`config.mk`:
```
export PLATFORM = sky130hd
export DESIGN_NAME = master_poll_controller_top
export DESIGN_NICKNAME = d
export VERILOG_FILES = /design/src/rtl/mpc_pkg.sv /design/src/rtl/master_poll_controller_top.sv /design/src/rtl/mpc_front.sv /design/src/rtl/mpc_queue.sv /design/src/rtl/mpc_back.sv
export VERILOG_INCLUDE_DIRS = /design/src /design/src/rtl
export SDC_FILE = /design/constraint.sdc
export NUM_CORES = 1
export LEC_CHECK = 0
export BUFFER_PORTS_ARGS = -buffer_cell sky130_fd_sc_hd__buf_2
export CORE_UTILIZATION = 60
export CTS_CLUSTER_DIAMETER = 80
export CTS_CLUSTER_SIZE = 8
export DETAILED_ROUTE_END_ITERATION = 8
export PLACE_DENSITY_LB_ADDON = 0.08
export RECOVER_POWER = 50
export SYNTH_ARGS = -nofsm -noshare
export SYNTH_HDL_FRONTEND = slang
export SYNTH_HIERARCHICAL = 1
export SYNTH_SLANG_ARGS = --single-unit
```
`constraint.sdc`:
```
create_clock -name clk_i -period 3.6 [get_ports clk_i]
set_input_delay 0.72 -clock clk_i [delete_from_list [all_inputs] [get_ports clk_i]]
set_output_delay 0.72 -clock clk_i [all_outputs]
set_load 0.02 [all_outputs]
```
`src/rtl/master_poll_controller_top_assert.svh`:
```
// assertion macros for the poll controller
`ifndef MASTER_POLL_CONTROLLER_TOP_ASSERT_SVH
`define MASTER_POLL_CONTROLLER_TOP_ASSERT_SVH

// consequent must hold in the same cycle
`define MPC_ASSERT_IMPL(label, ante, cons) \
  label: assert property (@(posedge clk_i) disable iff (!rst_ni) (ante) |-> (cons)) \
    else $error("assertion failed");

// consequent must hold in the next cycle
`define MPC_ASSERT_NEXT(label, ante, cons) \
  label: assert property (@(posedge clk_i) disable iff (!rst_ni) (ante) |=> (cons)) \
    else $error("assertion failed");

`endif

```
`src/rtl/mpc_pkg.sv`:
```
`timescale 1ns / 1ps

package mpc_pkg;

  localparam logic [7:0]  CH_START      = 8'h3E;
  localparam logic [7:0]  CH_SEP        = 8'h3B;
  localparam logic [7:0]  CH_END        = 8'h3C;
  localparam logic [7:0]  LAST_ID_RST   = 8'd5;
  localparam logic [3:0]  RETRY_RST     = 4'd3;
  localparam logic [15:0] NOFRAME_RST   = 16'd10000;
  localparam int          POLL_LEN      = 5;
  localparam int          QDEPTH        = 4;
  localparam int          QAW           = $clog2(QDEPTH);

  typedef enum logic [1:0] {
    KIND_TX   = 2'd0,
    KIND_RX   = 2'd1,
    KIND_POLL = 2'd2,
    KIND_NONE = 2'd3
  } kind_e;

  typedef enum logic [1:0] {
    ST_IGNORED = 2'd0,
    ST_OK      = 2'd1,
    ST_BADCHK  = 2'd2,
    ST_INCOMPL = 2'd3
  } status_e;

  typedef enum logic [1:0] {
    CFG_LAST_ID = 2'd0,
    CFG_RETRY   = 2'd1,
    CFG_NOFRAME = 2'd2
  } cfg_idx_e;

  typedef enum logic [7:0] {
    PS_START   = 8'b0000_0001,
    PS_ID      = 8'b0000_0010,
    PS_SEP1    = 8'b0000_0100,
    PS_DATA    = 8'b0000_1000,
    PS_SEP2    = 8'b0001_0000,
    PS_CHK     = 8'b0010_0000,
    PS_END_OK  = 8'b0100_0000,
    PS_END_BAD = 8'b1000_0000
  } parse_e;

  typedef struct packed {
    logic       poll;
    status_e    status;
    logic [7:0] rid;
    logic [7:0] rdat;
    logic [7:0] tgt;
  } cmd_t;

endpackage

```
`src/rtl/master_poll_controller_top.sv`:
```
`timescale 1ns / 1ps

// poll controller: one input item is accepted per cycle while the four-entry command
// queue has room. a transmit slot in the transmit phase gives five results (the poll
// frame, one byte per cycle while out_ready_i is high), every other item gives one
// result. results leave the output register at one per cycle while out_ready_i is high,
// so receive items sustain one item per cycle; poll frames are paced by the serialiser.
// configuration is written through cfg_we_i, cfg_idx_i and cfg_data_i.

`include "master_poll_controller_top_assert.svh"

module master_poll_controller_top (
  input  logic        clk_i,
  input  logic        rst_ni,
  input  logic        cfg_we_i,
  input  logic [1:0]  cfg_idx_i,
  input  logic [15:0] cfg_data_i,
  input  logic        in_valid_i,
  output logic        in_ready_o,
  input  logic [1:0]  kind_i,
  input  logic [7:0]  rx_byte_i,
  output logic        out_valid_o,
  input  logic        out_ready_i,
  output logic        tx_valid_o,
  output logic [7:0]  tx_byte_o,
  output logic        last_o,
  output logic        driver_enable_o,
  output logic [1:0]  frame_status_o,
  output logic [7:0]  reply_id_o,
  output logic [7:0]  reply_data_o,
  output logic [7:0]  target_id_o
);

  mpc_pkg::cmd_t cmd, q_data;
  logic          q_full, q_empty, q_pop, in_fire;

  assign in_ready_o = !q_full;
  assign in_fire    = in_valid_i && in_ready_o;

  mpc_front u_front (
    .clk_i      (clk_i),
    .rst_ni     (rst_ni),
    .cfg_we_i   (cfg_we_i),
    .cfg_idx_i  (cfg_idx_i),
    .cfg_data_i (cfg_data_i),
    .in_fire_i  (in_fire),
    .kind_i     (kind_i),
    .rx_byte_i  (rx_byte_i),
    .cmd_o      (cmd)
  );

  mpc_queue u_queue (
    .clk_i       (clk_i),
    .rst_ni      (rst_ni),
    .push_i      (in_fire),
    .push_data_i (cmd),
    .full_o      (q_full),
    .pop_i       (q_pop),
    .empty_o     (q_empty),
    .pop_data_o  (q_data)
  );

  mpc_back u_back (
    .clk_i           (clk_i),
    .rst_ni          (rst_ni),
    .q_empty_i       (q_empty),
    .q_data_i        (q_data),
    .q_pop_o         (q_pop),
    .out_valid_o     (out_valid_o),
    .out_ready_i     (out_ready_i),
    .tx_valid_o      (tx_valid_o),
    .tx_byte_o       (tx_byte_o),
    .last_o          (last_o),
    .driver_enable_o (driver_enable_o),
    .frame_status_o  (frame_status_o),
    .reply_id_o      (reply_id_o),
    .reply_data_o    (reply_data_o),
    .target_id_o     (target_id_o)
  );

  `MPC_ASSERT_IMPL(a_poll_end_byte, out_valid_o && tx_valid_o && last_o, tx_byte_o == mpc_pkg::CH_END)
  `MPC_ASSERT_NEXT(a_frame_same_target, out_valid_o && out_ready_i && !last_o, out_valid_o && tx_valid_o && $stable(target_id_o))
  `MPC_ASSERT_IMPL(a_poll_no_status, out_valid_o && tx_valid_o, frame_status_o == mpc_pkg::ST_IGNORED && driver_enable_o)

endmodule

```
`src/rtl/mpc_front.sv`:
```
`timescale 1ns / 1ps

module mpc_front (
  input  logic                clk_i,
  input  logic                rst_ni,
  input  logic                cfg_we_i,
  input  logic [1:0]          cfg_idx_i,
  input  logic [15:0]         cfg_data_i,
  input  logic                in_fire_i,
  input  logic [1:0]          kind_i,
  input  logic [7:0]          rx_byte_i,
  output mpc_pkg::cmd_t       cmd_o
);

  logic [7:0]      last_id_q;
  logic [3:0]      retry_lim_q;
  logic [15:0]     nofr_lim_q;
  logic            waiting_q, waiting_d;
  logic [7:0]      slave_q, slave_d;
  logic [3:0]      retry_q, retry_d;
  logic [15:0]     nofr_q, nofr_d;
  mpc_pkg::parse_e step_q, step_d;
  logic [7:0]      held_id_q, held_id_d;
  logic [7:0]      held_data_q, held_data_d;

  always_ff @(posedge clk_i or negedge rst_ni) begin
    if (!rst_ni) begin
      last_id_q   <= mpc_pkg::LAST_ID_RST;
      retry_lim_q <= mpc_pkg::RETRY_RST;
      nofr_lim_q  <= mpc_pkg::NOFRAME_RST;
    end else if (cfg_we_i) begin
      case (cfg_idx_i)
        mpc_pkg::CFG_LAST_ID: last_id_q   <= cfg_data_i[7:0];
        mpc_pkg::CFG_RETRY:   retry_lim_q <= cfg_data_i[3:0];
        mpc_pkg::CFG_NOFRAME: nofr_lim_q  <= cfg_data_i;
        default: ;
      endcase
    end
  end

  always_comb begin
    logic [7:0]       adv;
    logic [4:0]       r;
    logic [16:0]      n;
    mpc_pkg::status_e st;
    waiting_d   = waiting_q;
    slave_d     = slave_q;
    retry_d     = retry_q;
    nofr_d      = nofr_q;
    step_d      = step_q;
    held_id_d   = held_id_q;
    held_data_d = held_data_q;
    adv         = (slave_q >= last_id_q) ? 8'd0 : slave_q + 8'd1;
    r           = {1'b0, retry_q} + 5'd1;
    n           = {1'b0, nofr_q} + 17'd1;
    st          = mpc_pkg::ST_INCOMPL;
    cmd_o       = '{poll: 1'b0, status: mpc_pkg::ST_IGNORED, rid: 8'd0, rdat: 8'd0,
                    tgt: slave_q};
    if (!waiting_q) begin
      if (kind_i == mpc_pkg::KIND_TX) begin
        cmd_o.poll = 1'b1;
        waiting_d  = 1'b1;
      end
    end else if (kind_i == mpc_pkg::KIND_RX || kind_i == mpc_pkg::KIND_POLL) begin
      if (kind_i == mpc_pkg::KIND_RX) begin
        step_d = mpc_pkg::PS_START;
        case (step_q)
          mpc_pkg::PS_START: if (rx_byte_i == mpc_pkg::CH_START) step_d = mpc_pkg::PS_ID;
          mpc_pkg::PS_ID: begin
            held_id_d = rx_byte_i;
            step_d    = mpc_pkg::PS_SEP1;
          end
          mpc_pkg::PS_SEP1: if (rx_byte_i == mpc_pkg::CH_SEP) step_d = mpc_pkg::PS_DATA;
          mpc_pkg::PS_DATA: begin
            held_data_d = rx_byte_i;
            step_d      = mpc_pkg::PS_SEP2;
          end
          mpc_pkg::PS_SEP2: if (rx_byte_i == mpc_pkg::CH_SEP) step_d = mpc_pkg::PS_CHK;
          mpc_pkg::PS_CHK: begin
            step_d = ((held_id_q ^ held_data_q ^ rx_byte_i) == 8'd0) ?
                     mpc_pkg::PS_END_OK : mpc_pkg::PS_END_BAD;
          end
          mpc_pkg::PS_END_OK: if (rx_byte_i == mpc_pkg::CH_END) st = mpc_pkg::ST_OK;
          mpc_pkg::PS_END_BAD: if (rx_byte_i == mpc_pkg::CH_END) st = mpc_pkg::ST_BADCHK;
          default: ;
        endcase
      end
      cmd_o.status = st;
      if (st == mpc_pkg::ST_OK) begin
        cmd_o.rid  = held_id_q;
        cmd_o.rdat = held_data_q;
        slave_d    = adv;
        waiting_d  = 1'b0;
      end else if (st == mpc_pkg::ST_BADCHK) begin
        cmd_o.rid  = held_id_q;
        cmd_o.rdat = held_data_q;
        waiting_d  = 1'b0;
        if (r >= {1'b0, retry_lim_q}) begin
          retry_d = 4'd0;
          slave_d = adv;
        end else begin
          retry_d = r[3:0];
        end
      end else begin
        if (n >= {1'b0, nofr_lim_q}) begin
          nofr_d    = 16'd0;
          slave_d   = adv;
          waiting_d = 1'b0;
        end else begin
          nofr_d = n[15:0];
        end
      end
    end
  end

  always_ff @(posedge clk_i or negedge rst_ni) begin
    if (!rst_ni) begin
      waiting_q   <= 1'b0;
      slave_q     <= 8'd0;
      retry_q     <= 4'd0;
      nofr_q      <= 16'd0;
      step_q      <= mpc_pkg::PS_START;
      held_id_q   <= 8'd0;
      held_data_q <= 8'd0;
    end else if (in_fire_i) begin
      waiting_q   <= waiting_d;
      slave_q     <= slave_d;
      retry_q     <= retry_d;
      nofr_q      <= nofr_d;
      step_q      <= step_d;
      held_id_q   <= held_id_d;
      held_data_q <= held_data_d;
    end
  end

endmodule

```
`src/rtl/mpc_queue.sv`:
```
`timescale 1ns / 1ps

module mpc_queue (
  input  logic          clk_i,
  input  logic          rst_ni,
  input  logic          push_i,
  input  mpc_pkg::cmd_t push_data_i,
  output logic          full_o,
  input  logic          pop_i,
  output logic          empty_o,
  output mpc_pkg::cmd_t pop_data_o
);

  mpc_pkg::cmd_t          mem_q [mpc_pkg::QDEPTH];
  logic [mpc_pkg::QAW-1:0] wr_q, rd_q;
  logic [mpc_pkg::QAW:0]   cnt_q;
  logic                    do_push, do_pop;

  assign full_o     = (cnt_q == (mpc_pkg::QAW+1)'(mpc_pkg::QDEPTH));
  assign empty_o    = (cnt_q == '0);
  assign pop_data_o = mem_q[rd_q];
  assign do_push    = push_i && !full_o;
  assign do_pop     = pop_i && !empty_o;

  always_ff @(posedge clk_i) begin
    if (do_push) begin
      mem_q[wr_q] <= push_data_i;
    end
  end

  always_ff @(posedge clk_i or negedge rst_ni) begin
    if (!rst_ni) begin
      wr_q  <= '0;
      rd_q  <= '0;
      cnt_q <= '0;
    end else begin
      if (do_push) wr_q <= wr_q + 1'b1;
      if (do_pop) rd_q <= rd_q + 1'b1;
      if (do_push && !do_pop) begin
        cnt_q <= cnt_q + 1'b1;
      end else if (do_pop && !do_push) begin
        cnt_q <= cnt_q - 1'b1;
      end
    end
  end

endmodule

```
`src/rtl/mpc_back.sv`:
```
`timescale 1ns / 1ps

module mpc_back (
  input  logic          clk_i,
  input  logic          rst_ni,
  input  logic          q_empty_i,
  input  mpc_pkg::cmd_t q_data_i,
  output logic          q_pop_o,
  output logic          out_valid_o,
  input  logic          out_ready_i,
  output logic          tx_valid_o,
  output logic [7:0]    tx_byte_o,
  output logic          last_o,
  output logic          driver_enable_o,
  output logic [1:0]    frame_status_o,
  output logic [7:0]    reply_id_o,
  output logic [7:0]    reply_data_o,
  output logic [7:0]    target_id_o
);

  localparam logic [2:0] LAST_STEP = 3'(mpc_pkg::POLL_LEN - 1);

  mpc_pkg::cmd_t cur_q;
  logic          valid_q;
  logic [2:0]    step_q;
  logic          done;

  assign last_o      = !cur_q.poll || (step_q == LAST_STEP);
  assign done        = out_valid_o && out_ready_i && last_o;
  assign q_pop_o     = (!valid_q || done) && !q_empty_i;
  assign out_valid_o = valid_q;

  always_ff @(posedge clk_i or negedge rst_ni) begin
    if (!rst_ni) begin
      valid_q <= 1'b0;
      step_q  <= 3'd0;
    end else if (!valid_q || done) begin
      valid_q <= !q_empty_i;
      step_q  <= 3'd0;
    end else if (out_ready_i) begin
      step_q <= step_q + 3'd1;
    end
  end

  always_ff @(posedge clk_i) begin
    if (q_pop_o) begin
      cur_q <= q_data_i;
    end
  end

  always_comb begin
    tx_byte_o = 8'd0;
    if (cur_q.poll) begin
      case (step_q)
        3'd0:    tx_byte_o = mpc_pkg::CH_START;
        3'd1:    tx_byte_o = cur_q.tgt;
        3'd2:    tx_byte_o = mpc_pkg::CH_SEP;
        3'd3:    tx_byte_o = cur_q.tgt;
        default: tx_byte_o = mpc_pkg::CH_END;
      endcase
    end
  end

  assign tx_valid_o      = cur_q.poll;
  assign driver_enable_o = cur_q.poll;
  assign frame_status_o  = cur_q.status;
  assign reply_id_o      = cur_q.rid;
  assign reply_data_o    = cur_q.rdat;
  assign target_id_o     = cur_q.tgt;

endmodule

```
# After elaboration in Yosys (flattened, before gate mapping)
# Memory sizes are Yosys's and may differ from the RTL's. A register that Yosys moved wholly into a read port is not among the register bits.
# Cells that the tools add are included.
# W data, S select, Z words.
[totals]
register_bits = 92
ram_bits = 108
output_inout_bits = 39
wordCells = 126
memories = 1
[op_classes]
n_addsub = 8
n_lt_le_gt_ge = 3
n_eq_ne = 23
n_mux = 37
bitwise_logic = 4
n_reduce_logical = 35
[memory_table]
columns = ["memory", "words", "width", "read_ports", "rd_ports_with_merged_regs", "write_ports", "line_no", "source"]
rows = [
  ["u_queue.mem_q", 4, 27, 1, 1, 1, "mpc_queue.sv:14", "mpc_pkg::cmd_t mem_q [mpc_pkg::QDEPTH];"],
]
[op_table]
columns = ["operator", "n"]
rows = [
  ["$mux W8", 7],
  ["$mux W16", 3],
  ["$pmux W8 S6", 1],
  ["$mux W18", 2],
  ["$eq A8 B6 Y1 const B", 4],
  ["$reduce_and A5 Y1", 5],
  ["$pmux W8 S3", 1],
  ["$add A16 B1 Y17 const B", 1],
  ["$ge A17 B16 Y1", 1],
  ["$xor A8 B8 Y8", 2],
  ["$mux W3", 4],
  ["$mux W1", 10],
  ["$mux W2", 5],
  ["$add A8 B1 Y8 const B", 1],
  ["$eq A8 B1 Y1 const B", 1],
  ["$eq A8 B2 Y1 const B", 1],
  ["$eq A8 B3 Y1 const B", 1],
  ["$eq A8 B4 Y1 const B", 1],
  ["$eq A8 B5 Y1 const B", 1],
  ["$eq A8 B7 Y1 const B", 1],
  ["$eq A8 B8 Y1 const B", 1],
  ["$ge A8 B8 Y1", 1],
  ["$logic_and A1 B1 Y1", 8],
  ["$logic_not A8 Y1", 1],
  ["24 further kinds", 46],
]

# Logic depth before layout (Yosys ltp)
# Gate-level depths: netlist of run 1.
[depth]
word_depth = 11
mapped_depth = 15

# Cells and area by module
# Netlist of run 1, hierarchy kept.
[modules_own_cells]
columns = ["module", "n_inst", "cells_each", "area_per_inst_um2", "seq_area_each_um2"]
rows = [
  ["mpc_front", 1, 478, 4828.4, 2039.5],
  ["mpc_queue", 1, 177, 4327.9, 3418.3],
  ["mpc_back", 1, 68, 1183.6, 910.9],
  ["master_poll_controller_top", 1, 2, 10.0, 0.0],
]

# Worst setup path before layout of run 1
# Ideal clock, no wire load.
[synth_timing]
path_type = "input to register"
startpoint = "input out_ready_i"
endpoint = "register u_queue/cnt_q[1] (netlist name)"
t_arrival_ns = 3.155
required_time_ns = 3.475
slack_ns = 0.321
cell_stages = 8
n_path_buf = 1
cell_sequence = "clkbuf_1 nor2b_1 o31a_1 nand2_1 ha_1 inv_1 fa_1 mux2_2"
[synth_between]
elab_chain_cells = 8
word_cells_on_any_way = 10
[synth_rtl]
columns = ["element", "line_no", "source"]
rows = [
  ["start, declared", "master_poll_controller_top.sv:23", "input logic out_ready_i,"],
  ["$logic_and A1 B1 Y1 * (2 in a row)", "mpc_back.sv:29", "assign done = out_valid_o && out_ready_i && last_o;"],
  ["$logic_or A1 B1 Y1 *", "mpc_back.sv:30", "assign q_pop_o = (!valid_q || done) && !q_empty_i;"],
  ["$logic_and A1 B1 Y1 *", "mpc_back.sv:30", ""],
  ["net q_pop", "master_poll_controller_top.sv:35", "logic q_full, q_empty, q_pop, in_fire;"],
  ["$logic_and A1 B1 Y1 *", "mpc_queue.sv:23", "assign do_pop = pop_i && !empty_o;"],
  ["$logic_not A1 Y1", "mpc_queue.sv:39", "if (do_push && !do_pop) begin"],
  ["$logic_and A1 B1 Y1", "mpc_queue.sv:39", ""],
  ["$mux W3 or $reduce_bool A2 Y1 (tied branches)", "n/a", ""],
  ["end signal, assigned", "mpc_queue.sv:40", "cnt_q <= cnt_q + 1'b1;"],
  ["end signal, assigned", "mpc_queue.sv:42", "cnt_q <= cnt_q - 1'b1;"],
  ["end, declared", "mpc_queue.sv:16", "logic [mpc_pkg::QAW:0] cnt_q;"],
]
# Mark *: on every way through the listed nets, which the timed path passes. The rest lies on a longest branch.
# A chain may end at the register's enable or synchronous reset.

# Worst setup path in the final report of run 1
[layout_timing]
startpoint = "register u_front.nofr_q[3]"
endpoint = "register u_front.slave_q[2]"
[layout_between]
elab_chain_cells = 4
[layout_rtl]
columns = ["element", "line_no", "source"]
rows = [
  ["start, declared", "mpc_front.sv:21", "logic [15:0] nofr_q, nofr_d;"],
  ["start signal, assigned", "mpc_front.sv:129", "nofr_q <= nofr_d;"],
  ["$add A16 B1 Y17", "mpc_front.sv:55", "n = {1'b0, nofr_q} + 17'd1;"],
  ["$ge A17 B16 Y1", "mpc_front.sv:105", "if (n >= {1'b0, nofr_lim_q}) begin"],
  ["$reduce_bool A3 Y1 (no line)", "n/a", ""],
  ["$reduce_and A5 Y1 (no line)", "n/a", ""],
  ["end signal, assigned", "mpc_front.sv:127", "slave_q <= slave_d;"],
  ["end, declared", "mpc_front.sv:19", "logic [7:0] slave_q, slave_d;"],
]
# No other way between the ends.

==> impl_results.md, run 1 <==
- RR Endpoint: u_front/slave_q[2]$_DFFE_PN0P_
- Failing checks: max-capacitance violations, max-slew violations
- Clk_skew: 0.01150 ns
- Fin cells: 1076
- Final Util: 71.39%
- CTS Buf Count: 34
- Number of global-route vias before repair: 6495
- Final period utilization: 96.73%
- EDFF count, synth: 135
- Syn avg cell area: 14.28 um^2
- Worst Hold Slack: between 0.4 and 0.5 ns
- Ys flop type: edfxtp_1
- Placed Instances: 1009
- Slew at the pin closest to its max-slew limit: 2.713 ns
- Routed length on met1: 8.827 mm
- RR Startpoint: u_front/nofr_q[3]$_DFFE_PN0P_
- Antenna violations before repair: 0
- Seq cells post-synth: ~230
- CP arrival: 3.82 ns
- Clock tree from TritonCTS: done
- H-Tree Depth: 2
- Clock Tree Root: clkbuf_16
- Die area: 17780 um^2
- Syn-to-layout area delta: 15.20%
- Post-Route WL: 21.01 mm
- Worst Setup Path Type: reg -> reg
- Fmax achieved: 287.2 MHz
- Worst-skew pair later-pin latency: 0.50 ns
- Leak Pwr: 4.912 nW
- Worst-path clk slew: 0.05 ns
- Fin worst setup slack: between 0.1 and 0.15 ns
- Cell count after synthesis: 725
- Hold path depth: 2
- Layout cells sized above 1: between 20 and 25%
- Crit path launch type: flop
- Post-Syn Nets: 803
- Fin. Hold Viols: 0
- Endpoint type of the worst setup path: flop
- Boundary Pins: 72
- Final GP Congestion: roughly 0.87
- Required time worst endpoint: 3.94 ns
- Worst-case reg-to-reg path depth: 14
- Gr ovfl total: 0
- Routed wl met2: around 10 mm
- Largest net degree at the start of global routing: 53
- Synth cell types: 71
- Maxcap violations: 2
- Synthesized area: 10350 um^2
- Dpl hpwl: approximately 13 mm
- Largest fanout on the critical path: 6
- Die Span Y: 133.3 um
- Die Wd: 133.3 um
- DRC errors left: 0
- Design area: 11920 um^2
- Gr usage total: 24.66%
- Maximum VDD drop: between 0.5 and 0.6 mV
- Final setup violating endpoints: 0
- Clk sinks: between 200 and 250
- Core Area: approximately 17000 um^2
- Port bufs: approximately 70
- Post-DRT Antenna Nets: 0
- Placement row count: between 40 and 50
- Status: complete, but fails checks
- Pre-CTS WS: -0.04256 ns
- R2r setup slk: about 0.12 ns
- Power Density: 771.1 nW/um^2
- Ys Warns: 6
- Ant diodes: 0
- Max Root-Sink Buffers: 3
- TritonRoute pass-1 iters: 5
- Hold WC Path Type: in -> reg
- First DRT Iteration DRCs: 442
- Routed wire length per instance: 19.52 um
- Hold_buf cts: 0
- Hold path start: cfg_data_i[15]
- Slew margin rel.: -80.84%
- Met3 wire length: 1.107 mm
- Max-slew violation count: 82
- Ys async rst share: about two fifths
- Via count: around 6.4k
- Sequential share of the synthesized area: 61.53%
- Max layer used: met4
- WHS Endpoint: u_front/nofr_lim_q[15]$_DFFE_PN0P_
- Starting Density: 61.97%
- Vias per cell: a little under 6
- Placed instance area: 10970 um^2
- First-pass GRT wire length: about 34 mm
- Post-layout min period: 3.482 ns
- Layout filler cell count: 1141
- Fin nets: approximately 910
==> cells by family after synthesis <==
family                   Yosys count  synth area share [%]
AO/OA/AOI/OAI                     88                 5.900
multiplexers                      69                 10.77
XOR/XNOR                          39                 3.300
flip-flops                       227                 61.53
buffers and inverters             75                 3.191
adder cells (fa/ha/maj)           45                 5.513
AND/OR/NAND/NOR                  182                 9.792
==> through the flow <==
stage / TNS, ns / total power [mW]
6_report: 0 / 9.194
5_1_grt: -0.07307 / 9.635
4_1_cts: 0 / 9.298
3_5_place_dp: -0.04256 / 6.336
3_3_place_gp: 0 / 6.204
2_1_floorplan: 0 / 5.631
==> per-layer routing <==
layer / up-vias / GRT usage [%]
li1: 2902 / -
met1: 3163 / 32.21
met2: 238 / 41.17
met3: 48 / 4.224
met4: 0 / 10.23
met5: - / 0
==> state kept, by name, indices dropped and copies added, names as in the netlist <==
register / count
u_front/retry_q: 4
u_back/step_q: 3
u_queue/cnt_q: 3
u_front/waiting_q: 1
u_front/held_data_q: 8
u_front/slave_q: 8
u_front/retry_lim_q: 4
u_back/driver_enable_o: 1
u_back/target_id_o: 8
u_queue/wr_q: 2
u_queue/mem_q: 108
u_queue/rd_q: 2
u_front/step_q: 8
u_front/held_id_q: 8
u_back/frame_status_o: 2
u_back/out_valid_o: 1
u_front/nofr_q: 16
u_front/nofr_lim_q: 16
u_back/reply_data_o: 8
u_front/last_id_q: 8
u_back/reply_id_o: 8
==> worst max path at each step <==
| stage | depth (start not counted) | slack [ns] | start | endpoint |
|---|---|---|---|---|
| 3_3_place_gp | 12 | 0.16 | u_front/nofr_q[2]$_DFFE_PN0P_ | u_front/slave_q[2]$_DFFE_PN0P_ |
| 2_1_floorplan | 8 | 0.32 | out_ready_i | u_queue/cnt_q[1]$_DFFE_PN0P_ |
| 6_report | 14 | 0.12 | u_front/nofr_q[3]$_DFFE_PN0P_ | u_front/slave_q[2]$_DFFE_PN0P_ |
| 3_5_place_dp | 12 | -0.04 | u_front/nofr_q[2]$_DFFE_PN0P_ | u_front/slave_q[2]$_DFFE_PN0P_ |
| 5_1_grt | 14 | -0.05 | u_front/nofr_q[0]$_DFFE_PN0P_ | u_front/slave_q[2]$_DFFE_PN0P_ |
| 4_1_cts | 12 | 0.02 | u_front/nofr_q[2]$_DFFE_PN0P_ | u_front/nofr_q[2]$_DFFE_PN0P_ |
==> area by class of cell <==
class	instances	area [um^2]	share of cell area, %
Clock inverter	4	41.29	0.3463
Clock buffer	58	940.9	7.892
Tap cell	220	275.3	2.309
Sequential cell	227	6370	53.43
Inverter	52	195.2	1.637
Multi-Input combinational cell	423	3646	30.58
Timing Repair Buffer	92	454.2	3.809
==> cells in the final DEF, fill, tap and decap left out, types with 9 or more instances in the layout <==
master | Yosys | routed
a21oi_1 | 15 | 15
inv_1 | 52 | 52
clkbuf_16 | 0 | 34
nand3_1 | 18 | 19
edfxtp_1 | 135 | 135
mux2_2 | 30 | 31
o21ai_0 | 20 | 20
nor3_1 | 9 | 9
ha_1 | 44 | 44
clkbuf_1 | 12 | 59
nand2_1 | 42 | 42
xnor2_1 | 21 | 21
buf_2 | 5 | 39
nand4_1 | 11 | 11
mux4_2 | 26 | 26
nor2_1 | 24 | 22
dfrtp_1 | 82 | 81
dfstp_2 | 10 | 10
buf_4 | 3 | 15
xor2_1 | 18 | 18
and2_1 | 25 | 25
==> worst max-delay path: stages (launching register included) <==
cell and delay, ns:
dfrtp_1 0.40, and2_1 0.17, nand4_1 0.18, or2_4 0.33
nor2b_1 0.16, xor2_1 0.26, ha_1 0.32, a21oi_1 0.16
a21boi_0 0.12, o31ai_1 0.38, nand4_1 0.15, buf_4 0.20
o211ai_1 0.18, buf_4 0.18, o221ai_1 0.14
==> synthesized netlist by cell type (4+ instances only) <==
cell type / count / area (um^2)
mux2_2: 30 / 337.8
o21ai_0: 20 / 100.1
o22ai_1: 4 / 25.02
mux2_4: 9 / 135.1
nor2_1: 24 / 90.09
a221oi_1: 5 / 43.79
ha_1: 44 / 550.5
o31ai_1: 4 / 30.03
xnor2_1: 21 / 183.9
and2_1: 25 / 156.4
nor3_1: 9 / 45.04
nand2b_1: 6 / 37.54
nand4_1: 11 / 68.82
inv_1: 52 / 195.2
or4_1: 5 / 37.54
buf_2: 5 / 25.02
xor2_1: 18 / 157.7
nand2_1: 42 / 157.7
nand3_1: 18 / 90.09
a21oi_1: 15 / 75.07
edfxtp_1: 135 / 4054
and3_1: 5 / 31.28
nand3b_1: 5 / 37.54
dfrtp_1: 82 / 2052
a22o_1: 8 / 70.07
dfstp_2: 10 / 262.8
mux4_2: 26 / 585.6
clkbuf_1: 12 / 45.04
nor2b_1: 7 / 43.79
==> repair_timing <==
item	in CTS	in global routing
setup buffers	1	4
pin swaps	1	4
gates resized for setup	0	6
hold endpoints to repair	0	0
endpoints found under the setup margin	5	25
gates cloned	0	0
==> power by group <==
group | leakage (nW) | internal, mW | switching (mW)
registers | 2.39 | 3.57 | 0.381
clock network | 0.463 | 1.78 | 1.10
logic | 2.06 | 0.960 | 1.41
total | 4.91 | 6.30 | 2.89
Note: power is estimated with default switching activity, not from simulation.
==> run 2: changes to the inputs <==
--- a/constraint.sdc
+++ b/constraint.sdc
@@ -3,2 +3,2 @@
 set_output_delay 0.72 -clock clk_i [all_outputs]
-set_load 0.02 [all_outputs]
+set_load 0.1 [all_outputs]
==> run 2 against run 1 <==
Against the previous run:
- the run still ends with max-capacitance violations, max-slew violations left
- setup slack worse by 0.0010 ns
- clock power about the same
- sequential cell count unchanged
- design area about the same
- non-clock buffer count unchanged
- highest routed layer unchanged
- global-route usage unchanged
- utilization about the same
- hold slack about the same
- via count about the same
- power up 12%
==> impl_results.md, run 2 (synthesis gave the netlist of run 1 again) <==
- Status: complete, but fails checks (unchanged)
- Failing checks: max-capacitance violations, max-slew violations (unchanged)
- Antenna violations before repair: 0 (unchanged)
- Maxcap violations: 2 (unchanged)
- R2r setup slk: 0.12 ns (about the same)
- Post-layout min period: 3.483 ns (was 3.482 ns)
- RR Endpoint: u_front/slave_q[2]$_DFFE_PN0P_ (unchanged)
- Largest regs: u_queue/mem_q (108), u_front/nofr_lim_q (16), u_front/nofr_q (16) (unchanged)
- RR Startpoint: u_front/nofr_q[3]$_DFFE_PN0P_ (unchanged)
- Die Wd: 133.3 um (unchanged)
- Clock Tree Root: clkbuf_16 (unchanged)
- Worst Setup Path Type: reg -> reg (unchanged)
- Worst-path clk slew: 0.05 ns (about the same)
- Fmax achieved: 287.1 MHz (was 287.2 MHz)
- Final setup violating endpoints: 0 (unchanged)
- First DRT Iteration DRCs: 442 (unchanged)
- First-pass GRT wire length: 33.56 mm (unchanged)
- Maximum VDD drop: 0.7265 mV (was 0.5425 mV)
- Gr ovfl total: 0 (unchanged)
- Final GP Congestion: 0.8706 (unchanged)
- Boundary Pins: 72 (unchanged)
- Fin. Hold Viols: 0 (unchanged)
- CP arrival: 3.82 ns (about the same)
- Critical path's top delay family: simple AND/OR/NAND/NOR gates (unchanged)
- H-Tree Depth: 2 (unchanged)
- Syn-to-layout area delta: 15.22% (was 15.20%)
- Port bufs: 71 (unchanged)
- Fin nets: 908 (unchanged)
- Total Power: 10.34 mW (was 9.194 mW)
- Clk sinks: 227 (unchanged)
- Largest reg by FF count: u_queue/mem_q (unchanged)
- Slew margin rel.: -80.84% (unchanged)
- Worst-skew pair later-pin latency: 0.50 ns (about the same)
- CP peak stage delay: 0.40 ns (about the same)
- Crit-path cells: and2_1, nand4_1, or2_4, nor2b_1, xor2_1, ha_1, a21oi_1, a21boi_0, o31ai_1, nand4_1, buf_4, o211ai_1, buf_4, o221ai_1 (unchanged)
- Hold path depth: 2 (unchanged)
- Post-Route WL: 21.01 mm (about the same)
- Final TNS setup: 0 ns (unchanged)
- Leak Pwr: 4.918 nW (was 4.912 nW)
- TritonRoute pass-1 iters: 5 (unchanged)
- Max Root-Sink Buffers: 3 (unchanged)
- Die area: 17780 um^2 (unchanged)
- Hold WC Path Type: in -> reg (unchanged)
- Power Density: 867.1 nW/um^2 (was 771.1 nW/um^2)
- DRC errors left: 0 (unchanged)
- Fin worst setup slack: 0.1169 ns (was 0.1179 ns)
- Post-DRT Antenna Nets: 0 (unchanged)
- Largest net degree at the start of global routing: 53 (unchanged)
- Hold path start: cfg_data_i[15] (unchanged)
- Gr usage total: 24.66% (unchanged)
- Number of global-route vias before repair: 6495 (unchanged)
- Clk_skew: 0.01198 ns (was 0.01150 ns)
- Number of flip-flops in the largest register: 108 (unchanged)
- Pre-CTS WS: -0.04256 ns (unchanged)
- Commonest non-fill, non-tap cell in the layout: edfxtp_1 (unchanged)
- Crit path launch type: flop (unchanged)
- Endpoint type of the worst setup path: flop (unchanged)
- Worst-case reg-to-reg path depth: 14 (unchanged)
- Vias per cell: 5.903 (was 5.902)
- CTS Buf Count: 34 (unchanged)
- Dpl hpwl: 13.07 mm (unchanged)
- Core Area: 16700 um^2 (unchanged)
- Via count: 6352 (was 6351)
- Routed wire length per instance: 19.53 um (was 19.52 um)
- CP max stage cell: dfrtp_1 (unchanged)
- Clock tree from TritonCTS: done (unchanged)
- Max-slew violation count: 82 (unchanged)
- Final period utilization: 96.75% (was 96.73%)
- Die Span Y: 133.3 um (unchanged)
- WHS Endpoint: u_front/nofr_lim_q[15]$_DFFE_PN0P_ (unchanged)
- Layout cells sized above 1: 21.85% (was 21.61%)
- Ant diodes: 0 (unchanged)
- WP buf/inv: 2 (unchanged)
- Required time worst endpoint: 3.94 ns (about the same)
- Hold_buf cts: 0 (unchanged)
- Placement row count: 47 (unchanged)
- Starting Density: 61.97% (unchanged)
- Largest fanout on the critical path: 6 (unchanged)
- Most frequent cells in the layout: edfxtp_1, dfrtp_1, clkbuf_1 (unchanged)
- Slew at the pin closest to its max-slew limit: 2.713 ns (unchanged)
## run 2: cell count changes in the layout (fill, tap and decap cells not counted), sizes merged
cell / delta
clkbuf: -2
buf: +2
## run 2: area by class of cell
type | instances | area [um^2]
sequential | 227 | 6370
timing repair buffer | 92 | 456.7
clock inverter | 4 | 41.29
inverter | 52 | 195.2
multi-input combinational | 423 | 3646
clock buffer | 58 | 940.9
fill | 1139 | 4776
tap | 220 | 275.3
## run 2: per-layer routing
metal | share of wire (%) | routed length, um | GRT usage (%)
met5 | 0 | 0 | 0
met4 | 3.1 | 645 | 10.23
met3 | 5.2 | 1087 | 4.224
met2 | 50 | 10430 | 41.17
met1 | 42 | 8841 | 32.21
## run 2: how the worst max path moves through the flow
stage / start / endpoint / slack (ns) / cells after the start
2_1_floorplan: u_back/driver_enable_o$_DFFE_PP_ / u_queue/cnt_q[1]$_DFFE_PN0P_ / 0.31 / 7
3_3_place_gp: u_front/nofr_q[2]$_DFFE_PN0P_ / u_front/slave_q[2]$_DFFE_PN0P_ / 0.16 / 12
3_5_place_dp: u_front/nofr_q[2]$_DFFE_PN0P_ / u_front/slave_q[2]$_DFFE_PN0P_ / -0.04 / 12
4_1_cts: u_front/nofr_q[2]$_DFFE_PN0P_ / u_front/nofr_q[2]$_DFFE_PN0P_ / 0.02 / 12
5_1_grt: u_front/nofr_q[0]$_DFFE_PN0P_ / u_front/slave_q[2]$_DFFE_PN0P_ / -0.05 / 14
6_report: u_front/nofr_q[3]$_DFFE_PN0P_ / u_front/slave_q[2]$_DFFE_PN0P_ / 0.12 / 14
## run 2: through the flow
stage               hold WS (ns)  area [um^2]  cells  util, %
CTS                       0.2727        11960   1072    71.60
global route              0.4490        11930   1076    71.40
detailed placement        0.4939        10970   1009    65.67
finish                    0.4510        11930   1076    71.40
floorplan                 0.4244        10350    725        -
global placement          0.4621        10970   1009    65.67
## run 2: report_power, final
group          total, mW  internal [mW]  switching [mW]
sequential          3.95           3.57           0.380
clock               2.88           1.78            1.10
combinational       3.52          0.959            2.56
total               10.3           6.30            4.04
## run 2: repair_timing
action                                  CTS  global route
gates resized for setup                   0             6
gates cloned                              0             0
pin swaps                                 1             4
setup buffers                             1             4
endpoints found under the setup margin    5            25
## run 2: worst register-to-register path, delay by kind of cell, from the launching register on
kind,cells,cell delay (ns)
and+or+nand+nor,5,0.99
AOI/OAI and AO/OA,5,0.98
DFF,1,0.40
buffers and inverters,2,0.38
adders and majority gates,1,0.32
xor gates and xnor gates,1,0.26
